File: src/hw/rtl/constrained_union_find_splitter_unit_assert.svh
// Assertion macros shared by the splitter RTL.
// Expects a clock aclk and an active-low reset aresetn in the using scope.
`ifndef CONSTRAINED_UNION_FIND_SPLITTER_UNIT_ASSERT_SVH
`define CONSTRAINED_UNION_FIND_SPLITTER_UNIT_ASSERT_SVH

// condition holds in the same cycle as the trigger
`define CUFS_ASSERT_NOW(lbl, trig, cond) \
    lbl: assert property (@(posedge aclk) disable iff (!aresetn) (trig) |-> (cond)) \
        else $error("splitter assertion failed");

// condition holds in the cycle after the trigger
`define CUFS_ASSERT_NEXT(lbl, trig, cond) \
    lbl: assert property (@(posedge aclk) disable iff (!aresetn) (trig) |=> (cond)) \
        else $error("splitter assertion failed");

`endif

File: src/hw/rtl/cufs_pkg.sv
// Shared types and constants of the union-find splitter.
// No dependencies.
package cufs_pkg;

    localparam int DEF_MAX_READS   = 1024;
    localparam int DEF_MAX_ANCHORS = 4096;

    localparam int         RANK_W   = 4;
    localparam logic [3:0] RANK_MAX = 4'd15;

    localparam logic REG_READ_COUNT   = 1'b0;
    localparam logic REG_ANCHOR_COUNT = 1'b1;

    typedef enum logic [1:0] {
        CMD_LOAD  = 2'd0,
        CMD_CLEAR = 2'd1,
        CMD_OFFER = 2'd2,
        CMD_QUERY = 2'd3
    } cmd_t;

    typedef enum logic [3:0] {
        ST_INIT, ST_IDLE, ST_DISPATCH, ST_CLEAR, ST_MCHK, ST_FSTART, ST_F_RD,
        ST_F_EVAL, ST_C_RD, ST_C_EVAL, ST_DECIDE, ST_U_RD, ST_U_EVAL, ST_OUT
    } state_t;

    typedef enum logic [3:0] {
        DP_NONE, DP_CAPTURE, DP_CLR, DP_LOAD, DP_MREAD, DP_FSTART, DP_F_RD,
        DP_F_EVAL, DP_C_RD, DP_C_EVAL, DP_U_RD, DP_U_EVAL, DP_OUT
    } dp_op_t;

    typedef struct packed {
        dp_op_t     op;
        logic [1:0] sel;
        logic       set_err;
        logic       clr_cut;
    } dp_ctrl_t;

    typedef struct packed {
        cmd_t cmd;
        logic clr_last;
        logic load_bad;
        logic offer_bad;
        logic mirror_bad;
        logic query_bad;
        logic f_hit;
        logic c_last;
        logic root_eq;
        logic join_ok;
    } dp_stat_t;

endpackage

File: src/hw/rtl/cufs_ctrl.sv
// Controller state machine of the splitter: sequences clear sweep, finds,
// unions and result transfer. Depends on cufs_pkg.
`include "constrained_union_find_splitter_unit_assert.svh"
module cufs_ctrl
    import cufs_pkg::*;
(
    input  logic     aclk,
    input  logic     aresetn,
    input  logic     s_valid,
    output logic     s_ready,
    output logic     m_valid,
    input  logic     m_ready,
    output dp_ctrl_t ctrl,
    input  dp_stat_t stat
);

    state_t     state_reg, state_next;
    logic [1:0] sel_reg, sel_next;
    logic       m_valid_reg, m_valid_next;

    always_ff @(posedge aclk) begin
        if (!aresetn) begin
            state_reg   <= ST_INIT;
            sel_reg     <= '0;
            m_valid_reg <= 1'b0;
        end else begin
            state_reg   <= state_next;
            sel_reg     <= sel_next;
            m_valid_reg <= m_valid_next;
        end
    end

    always_comb begin
        state_next   = state_reg;
        sel_next     = sel_reg;
        m_valid_next = m_valid_reg && !m_ready;
        s_ready      = 1'b0;
        ctrl         = '{op: DP_NONE, sel: sel_reg, set_err: 1'b0, clr_cut: 1'b0};
        unique case (state_reg)
            ST_INIT: begin
                ctrl.op = DP_CLR;
                if (stat.clr_last) state_next = ST_IDLE;
            end
            ST_IDLE: begin
                s_ready = 1'b1;
                if (s_valid) begin
                    ctrl.op    = DP_CAPTURE;
                    state_next = ST_DISPATCH;
                end
            end
            ST_DISPATCH: begin
                sel_next = '0;
                unique case (stat.cmd)
                    CMD_LOAD: begin
                        ctrl.op      = DP_LOAD;
                        ctrl.set_err = stat.load_bad;
                        state_next   = ST_OUT;
                    end
                    CMD_CLEAR: state_next = ST_CLEAR;
                    CMD_OFFER: begin
                        if (stat.offer_bad) begin
                            ctrl.set_err = 1'b1;
                            state_next   = ST_OUT;
                        end else begin
                            ctrl.op    = DP_MREAD;
                            state_next = ST_MCHK;
                        end
                    end
                    default: begin
                        if (stat.query_bad) begin
                            ctrl.set_err = 1'b1;
                            state_next   = ST_OUT;
                        end else begin
                            state_next = ST_FSTART;
                        end
                    end
                endcase
            end
            ST_CLEAR: begin
                ctrl.op = DP_CLR;
                if (stat.clr_last) state_next = ST_OUT;
            end
            ST_MCHK: begin
                if (stat.mirror_bad) begin
                    ctrl.set_err = 1'b1;
                    state_next   = ST_OUT;
                end else begin
                    state_next = ST_FSTART;
                end
            end
            ST_FSTART: begin
                ctrl.op    = DP_FSTART;
                state_next = ST_F_RD;
            end
            ST_F_RD: begin
                ctrl.op    = DP_F_RD;
                state_next = ST_F_EVAL;
            end
            ST_F_EVAL: begin
                ctrl.op    = DP_F_EVAL;
                state_next = stat.f_hit ? ST_C_RD : ST_F_RD;
            end
            ST_C_RD: begin
                ctrl.op    = DP_C_RD;
                state_next = ST_C_EVAL;
            end
            ST_C_EVAL: begin
                ctrl.op = DP_C_EVAL;
                if (!stat.c_last) begin
                    state_next = ST_C_RD;
                end else if (stat.cmd == CMD_QUERY) begin
                    state_next = ST_OUT;
                end else if (sel_reg == 2'd3) begin
                    state_next = ST_DECIDE;
                end else begin
                    sel_next   = sel_reg + 2'd1;
                    state_next = ST_FSTART;
                end
            end
            ST_DECIDE: begin
                sel_next = '0;
                if (stat.root_eq) begin
                    ctrl.set_err = 1'b1;
                    state_next   = ST_OUT;
                end else if (stat.join_ok) begin
                    state_next = ST_U_RD;
                end else begin
                    state_next = ST_OUT;
                end
            end
            ST_U_RD: begin
                ctrl.op    = DP_U_RD;
                state_next = ST_U_EVAL;
            end
            ST_U_EVAL: begin
                ctrl.op = DP_U_EVAL;
                if (!sel_reg[0]) begin
                    sel_next   = 2'd1;
                    state_next = ST_U_RD;
                end else begin
                    ctrl.clr_cut = 1'b1;
                    state_next   = ST_OUT;
                end
            end
            ST_OUT: begin
                if (!m_valid_reg || m_ready) begin
                    ctrl.op      = DP_OUT;
                    m_valid_next = 1'b1;
                    state_next   = ST_IDLE;
                end
            end
            default: state_next = ST_INIT;
        endcase
    end

    assign m_valid = m_valid_reg;

    `CUFS_ASSERT_NEXT(a_busy_after_take, s_valid && s_ready, !s_ready)
    `CUFS_ASSERT_NOW(a_out_needs_room, ctrl.op == DP_OUT, !m_valid_reg || m_ready)

endmodule

File: config.mk
export PLATFORM = sky130hd
export DESIGN_NAME = cufs_ctrl
export DESIGN_NICKNAME = d
export VERILOG_FILES = /design/src/hw/rtl/cufs_pkg.sv /design/src/hw/rtl/cufs_ctrl.sv
export VERILOG_INCLUDE_DIRS = /design/src /design/src/hw/rtl
export SDC_FILE = /design/constraint.sdc
export NUM_CORES = 1
export LEC_CHECK = 0
export BUFFER_PORTS_ARGS = -buffer_cell sky130_fd_sc_hd__buf_2
export CORE_AREA = 2 2 57 59
export DETAILED_ROUTE_END_ITERATION = 12
export DIE_AREA = 0 0 59 61
export SYNTH_ARGS = -nofsm -noshare
export SYNTH_HDL_FRONTEND = slang
export SYNTH_SLANG_ARGS = --single-unit
File: constraint.sdc
create_clock -name aclk -period 2.2 [get_ports aclk]
set_clock_uncertainty 0.2 [all_clocks]
set_input_delay 0.22 -clock aclk [delete_from_list [all_inputs] [get_ports aclk]]
set_output_delay 0.22 -clock aclk [all_outputs]
set_load 0.01 [all_outputs]
==> out/metrics.cfg, run 1 <==
[status]
status=complete, no violations

[routing]
wl_per_cell_um=14.7
via_count=1022
dr.pass1.iters=4
routed_via_density=5.81
drtIter0Drc=49
route.detailed.drc=0
ant_nets=0
wirelength_um=2600

[power_and_ir_drop]
ir_drop_mv=0.201
sw_frac_of_total_pct=48.9
power.internal_mw=0.468
clockPowerShare_pct=12.4
comb_power_share_pct=62.6
p_switching_mw=0.449
leakage_nw=0.403
p_per_area_nw_per_um2=899
p_seq_share_pct=25.0

[worst_setup_path]
r2r_end=state_reg[2]
start_kind=register
startpoint=state_reg[2]
cp_cell_sequence=buf_4 -> nand4_1 -> a31oi_1 -> buf_2
required_ns=1.78
ff2ff_setup_slack_ns=0.22
critical_path_class=register to primary output
critPathSlowestCell=dfxtp_1
r2r_cells=4
crit_family=flip-flops
arrival_ns=1.64
r2r_start=state_reg[2]
path_buf_inv=2
critPathMaxFanout=19
cp-end-kind=primary output
cpPeakStageDelay_ns=0.72

[timing]
relSlewSlack_pct=57.8
whs_ns=0.0897
finalSetupViolations=0
tightestPinTransition_ns=0.633
fin_crit_sh_pct=93.5
tns_ns=0
period_needed_ns=2.06
fin_ws_ns=0.143
rsz0062_at_grt=false
drv_slew=0
max_freq_ghz=0.486
hold_viol=0

[place]
port_buffers=24
pre_cts_ws_ns=0.286
placed_cells=172
place_congestion=0.885
placed_cell_area_um2=983
dp_hpwl_um=1990

[global_routing]
met3_usage_pct=2.77
first_global_vias=917
busiest_layer=met2
globalRouteOverflowTotal=0
use_met2_pct=25.1
antenna_found_initial=0
grt_start_max_net_pins=21
grt_use_total_pct=15.5
met1_usage_pct=21.0
grt_first_pass_wirelength_um=4330

[floorplan]
die_x_um=59
die_h_um=61
rows=20
num_io_pins=25
core_um2=2950
dieArea_um2=3600
start_util_pct=29.6

[final_layout]
fillCellCount=340
syn_to_final_growth_pct=16.8
fin_area_um2=1020
antenna_cells=0
largest_register_ffs=4
layout-drive-gt1-share_pct=30.1
fin_cells=176
fin_nets=160

[clocking]
path_clk_slew_ns=0.05
clk_latency_ns=0.24
cts_buffers=3
clock_sinks=7
cts_root_buffer=clkbuf_4
ctsHtreeMaxLevel=1
tritoncts=done
cts.path.max_buffers=2

[yosys]
yosys_register_bits=7
synthArstFlopShare_pct=0
synth_cells=123
syn-num-nets=139
synth_edf_count=0
synth_area_um2=873
postSynthAreaPerCell_um2=7.10
ys.flop_type=dfxtp_1
ys_seq_area_share_pct=16.0
synth.distinct_cells=44
yosys_warnings=0

[worst_hold_path]
holdPathEnd=state_reg[1]
worstHoldStart=stat[8]
whs_path_depth=3
hold_path_class=input port to register

[run]
max-cap-violations=0

==> worst max path at each step <==
stage | depth (start not counted) | endpoint | slack, ns
2_1_floorplan | 5 | ctrl[1] | 0.58
3_3_place_gp | 4 | state_reg[2] | 0.37
3_5_place_dp | 4 | state_reg[2] | 0.29
4_1_cts | 4 | ctrl[4] | 0.09
5_1_grt | 5 | ctrl[1] | 0.01
6_report | 4 | ctrl[1] | 0.14
==> cells by family after synthesis <==
kind of cell,after synthesis,synth area share [%]
and+or+nand+nor,50,33.4
AOI/OAI and AO/OA,47,35.8
buffers and inverters,16,11.0
DFF,7,16.0
muxes,2,2.29
adders and majority gates,1,1.43
==> cell type report <==
cell class	count	area [µm²]	share of cell area, %
Tap cell	33	41.3	4.05
Inverter	4	15.0	1.47
Timing Repair Buffer	28	150	14.7
Multi-Input combinational cell	100	644	63.2
Sequential cell	7	143	14.0
Clock buffer	4	26.3	2.58
==> timing repair <==
| action | CTS | global route |
|---|---|---|
| endpoints found under the setup margin | 0 | 5 |
| setup buffers | 0 | 0 |
| resized for setup | 0 | 3 |
| hold buffers | 0 | 0 |
==> power by group through the flow <==
| stage | Sequential, mW | Clock (mW) | Combinational, mW |
|---|---|---|---|
| 2_1_floorplan | 0.162 | 0 | 0.489 |
| 3_3_place_gp | 0.224 | 0 | 0.564 |
| 3_5_place_dp | 0.226 | 0 | 0.567 |
| 4_1_cts | 0.223 | 0.118 | 0.569 |
| 5_1_grt | 0.238 | 0.124 | 0.636 |
| 6_report | 0.229 | 0.114 | 0.574 |
==> metal layers <==
| layer | vias up | routed length (µm) |
|---|---|---|
| met5 | - | 0 |
| met1 | 478 | 1160 |
| met4 | 0 | 24 |
| met3 | 2 | 134 |
| met2 | 38 | 1270 |
| li1 | 504 | - |
==> cell usage after synthesis (2+ instances only) <==
library cell	count	share of area [%]
nand4_1	3	2.1
dfxtp_1	7	16
buf_2	5	2.9
a311oi_1	2	2.0
clkbuf_1	2	0.86
nand2b_1	8	5.7
o21ai_1	6	3.4
nor2b_2	3	3.0
inv_1	3	1.3
a21oi_1	11	6.3
nand4b_1	2	2.0
nand2_1	10	4.3
buf_6	3	3.9
buf_4	2	1.7
o211ai_1	3	2.6
nor3_2	2	2.3
nand3_1	3	1.7
a211oi_1	5	4.3
o21ai_0	5	2.9
mux2i_1	2	2.3
nor2_1	8	3.4
nor2b_1	4	2.9
a31oi_1	2	1.4
o22ai_1	2	1.4
==> worst register-to-register path: cells and delay by family (launching register included) <==
family | cells | cell delay (ns)
compound gates | 2 | 0.48
buf+inv | 1 | 0.29
flops | 1 | 0.72
simple gates | 1 | 0.17
==> cells in the final DEF, fill, tap and decap left out, types with 2 or more instances in the layout <==
master,count
a211oi_1,5
buf_2,24
buf_4,4
nor3_2,2
dfxtp_2,2
nand3_1,3
a31oi_1,2
nand4b_1,2
dfxtp_1,5
inv_1,3
a21oi_1,11
nand2b_1,8
o21ai_1,6
mux2i_1,2
o21ai_0,5
nand2_1,10
nor2_1,8
nor2b_2,3
o211ai_1,3
o22ai_1,2
nand4_1,3
a311oi_1,2
nor2b_1,4
clkbuf_4,3
==> metrics by stage <==
stage	utilization (%)	power, mW
floorplan	-	0.652
global placement	33.3	0.788
detailed placement	33.3	0.793
CTS	34.2	0.910
global route	34.5	0.998
finish	34.5	0.917
Note: power is estimated with default switching activity, not from simulation.
==> run 2: changes to the inputs <==
Settings changed: CORE_AREA 2 2 57 59 to 2 2 45 47, DIE_AREA 0 0 59 61 to 0 0 47 49, PLACE_DENSITY set to 0.75.
==> run 2 against run 1 <==
  * Die area down 36%
  * Register-to-register slack improved by 0.02 ns
  * Non-clock buffer count up 1
  * Global-route usage increased by 7.4 points
  * Combinational power fell by 1%
==> out/metrics.cfg, run 2 (same netlist as run 1, synthesis figures left out) <==
[status]
status=complete, no violations  ; unchanged

[place]
port_buffers=24  ; unchanged
placed_cells=167  ; was 172
dp_hpwl_um=1880  ; was 1990 µm
place_congestion=0.913  ; was 0.885

[timing]
tns_ns=0  ; unchanged
tightestPinTransition_ns=0.419  ; was 0.633 ns
fin_crit_sh_pct=92.7  ; was 93.5%
period_needed_ns=2.04  ; was 2.06 ns
drv_slew=0  ; unchanged
hold_viol=0  ; unchanged
finalSetupViolations=0  ; unchanged
max_freq_ghz=0.490  ; was 0.486 GHz
relSlewSlack_pct=72.1  ; was 57.8%
rsz0062_at_grt=false  ; unchanged

[run]
max-cap-violations=0  ; unchanged

[routing]
routed_via_density=6.11  ; was 5.81
dr.pass1.iters=4  ; unchanged
wl_per_cell_um=14.6  ; was 14.7 µm
route.detailed.drc=0  ; unchanged
drtIter0Drc=59  ; was 49
ant_nets=0  ; unchanged
via_count=1045  ; was 1022
wirelength_um=2490  ; was 2600 µm

[clocking]
clock_sinks=7  ; unchanged
cts_buffers=3  ; unchanged
cts.path.max_buffers=2  ; unchanged
cts_root_buffer=clkbuf_4  ; unchanged
tritoncts=done  ; unchanged
cts_hold_buf=0  ; unchanged
path_clk_slew_ns=0.05  ; about the same
clk_latency_ns=0.25  ; was 0.24 ns
ctsHtreeMaxLevel=1  ; unchanged

[floorplan]
dieArea_um2=2300  ; was 3600 µm²
die_x_um=47  ; was 59 µm
num_io_pins=25  ; unchanged
core_um2=1840  ; was 2950 µm²
die_h_um=49  ; was 61 µm
rows=16  ; was 20
start_util_pct=47.4  ; was 29.6%

[final_layout]
regArea_um2=144  ; was 143 µm²
fin_nets=161  ; was 160
layout-drive-gt1-share_pct=31.3  ; was 30.1%
final_common_cell=buf_2  ; unchanged
fillCellCount=188  ; was 340
final_util_pct=55.4  ; was 34.5%
multi_input_area_um2=644  ; unchanged
fin_cells=171  ; was 176
antenna_cells=0  ; unchanged
syn_to_final_growth_pct=16.9  ; was 16.8%
largest_register_ffs=4  ; unchanged
layout_common_cells=buf_2 (24), a21oi_1 (11), nand2_1 (10)  ; unchanged

[global_routing]
antenna_found_initial=0  ; unchanged
grt_use_total_pct=23.0  ; was 15.5%
globalRouteOverflowTotal=0  ; unchanged
met3_usage_pct=5.56  ; was 2.77%
met1_usage_pct=30.6  ; was 21.0%
grt_start_max_net_pins=21  ; unchanged
grt_first_pass_wirelength_um=3970  ; was 4330 µm
first_global_vias=908  ; was 917
busiest_layer=met2  ; unchanged
use_met2_pct=36.3  ; was 25.1%

[worst_setup_path]
crit_top_cell=nor2_1
required_ns=1.78  ; about the same
arrival_ns=1.62  ; was 1.64 ns
start_kind=register  ; unchanged
critPathSlowestCell=dfxtp_1  ; unchanged
cp_cell_sequence=buf_4 -> nor2b_2 -> nor2_1 -> nor2_1 -> buf_2  ; was buf_4 -> nand4_1 -> a31oi_1 -> buf_2
critical_path_class=register to primary output  ; unchanged
cpPeakStageDelay_ns=0.57  ; was 0.72 ns
critPathMaxFanout=12  ; was 19
cp-end-kind=primary output  ; unchanged

[power_and_ir_drop]
power.internal_mw=0.466  ; was 0.468 mW
p_per_area_nw_per_um2=896  ; was 899 nW/µm²
p_switching_mw=0.449  ; about the same
comb_power_share_pct=62.1  ; was 62.6%
sw_frac_of_total_pct=49.0  ; was 48.9%
ir_drop_mv=0.407  ; was 0.201 mV
clockPowerShare_pct=13.0  ; was 12.4%
p_seq_share_pct=24.9  ; was 25.0%
leakage_nw=0.409  ; was 0.403 nW

[worst_hold_path]
hold_path_class=input port to register  ; unchanged

[run 2: changes by cell type in the layout (fill, tap and decap cells not counted)]
cell     delta
buf_4       +1
dfxtp_1     -1
dfxtp_2     +1
[run 2: repair_timing]
action	in CTS	in global routing
endpoints found under the setup margin	0	4
gates resized for setup	0	4
setup buffers	0	0
[run 2: per-stage QoR]
stage | instance area, µm² | worst slack [ns] | hold WS (ns) | power, mW
6_report | 1020 | 0.160 | 0.0801 | 0.915
5_1_grt | 1020 | 0.0368 | 0.0923 | 0.986
4_1_cts | 1010 | 0.0537 | 0.0828 | 0.899
3_5_place_dp | 983 | 0.278 | 0.285 | 0.778
3_3_place_gp | 983 | 0.325 | 0.261 | 0.776
2_1_floorplan | 873 | 0.581 | 0.204 | 0.652
[run 2: layout make-up]
| class | instances | area share, % |
|---|---|---|
| inverter | 4 | 1.47 |
| clock buffer | 4 | 2.57 |
| timing repair buffer | 29 | 15.4 |
| tap | 27 | 3.31 |
| sequential | 7 | 14.1 |
| multi-input combinational | 100 | 63.1 |
[run 2: power by group through the flow]
stage	Sequential, mW	Combinational, mW	Clock (mW)
final	0.228	0.568	0.119
after global routing	0.234	0.620	0.132
after CTS	0.222	0.555	0.121
after detailed placement	0.225	0.553	0
after global placement	0.222	0.554	0
after floorplan	0.162	0.489	0
[run 2: per-layer routing]
layer  vias to the layer above  part of all wire (%)
met3                         4                   8.3
met2                        62                    49
met5                         -                     0
met4                         0                  0.92
met1                       477                    42
li1                        502                     -
[run 2: worst max-delay path, delay by kind of cell (launching register included)]
family	cells	cell delay [ns]
flip-flops	1	0.57
AND/OR/NAND/NOR	3	0.40
buffers and inverters	2	0.39
[run 2: path summary, 6_finish.rpt]
check                                   from           end  slack, ns  cells past startpoint
worst max register to register  state_reg[0]  state_reg[1]       0.24                      6
worst max-delay path            state_reg[0]       ctrl[7]       0.16                      5
worst min-delay path                 stat[8]  state_reg[1]       0.08                      3
worst min register to register    sel_reg[1]    sel_reg[1]       0.29                      2
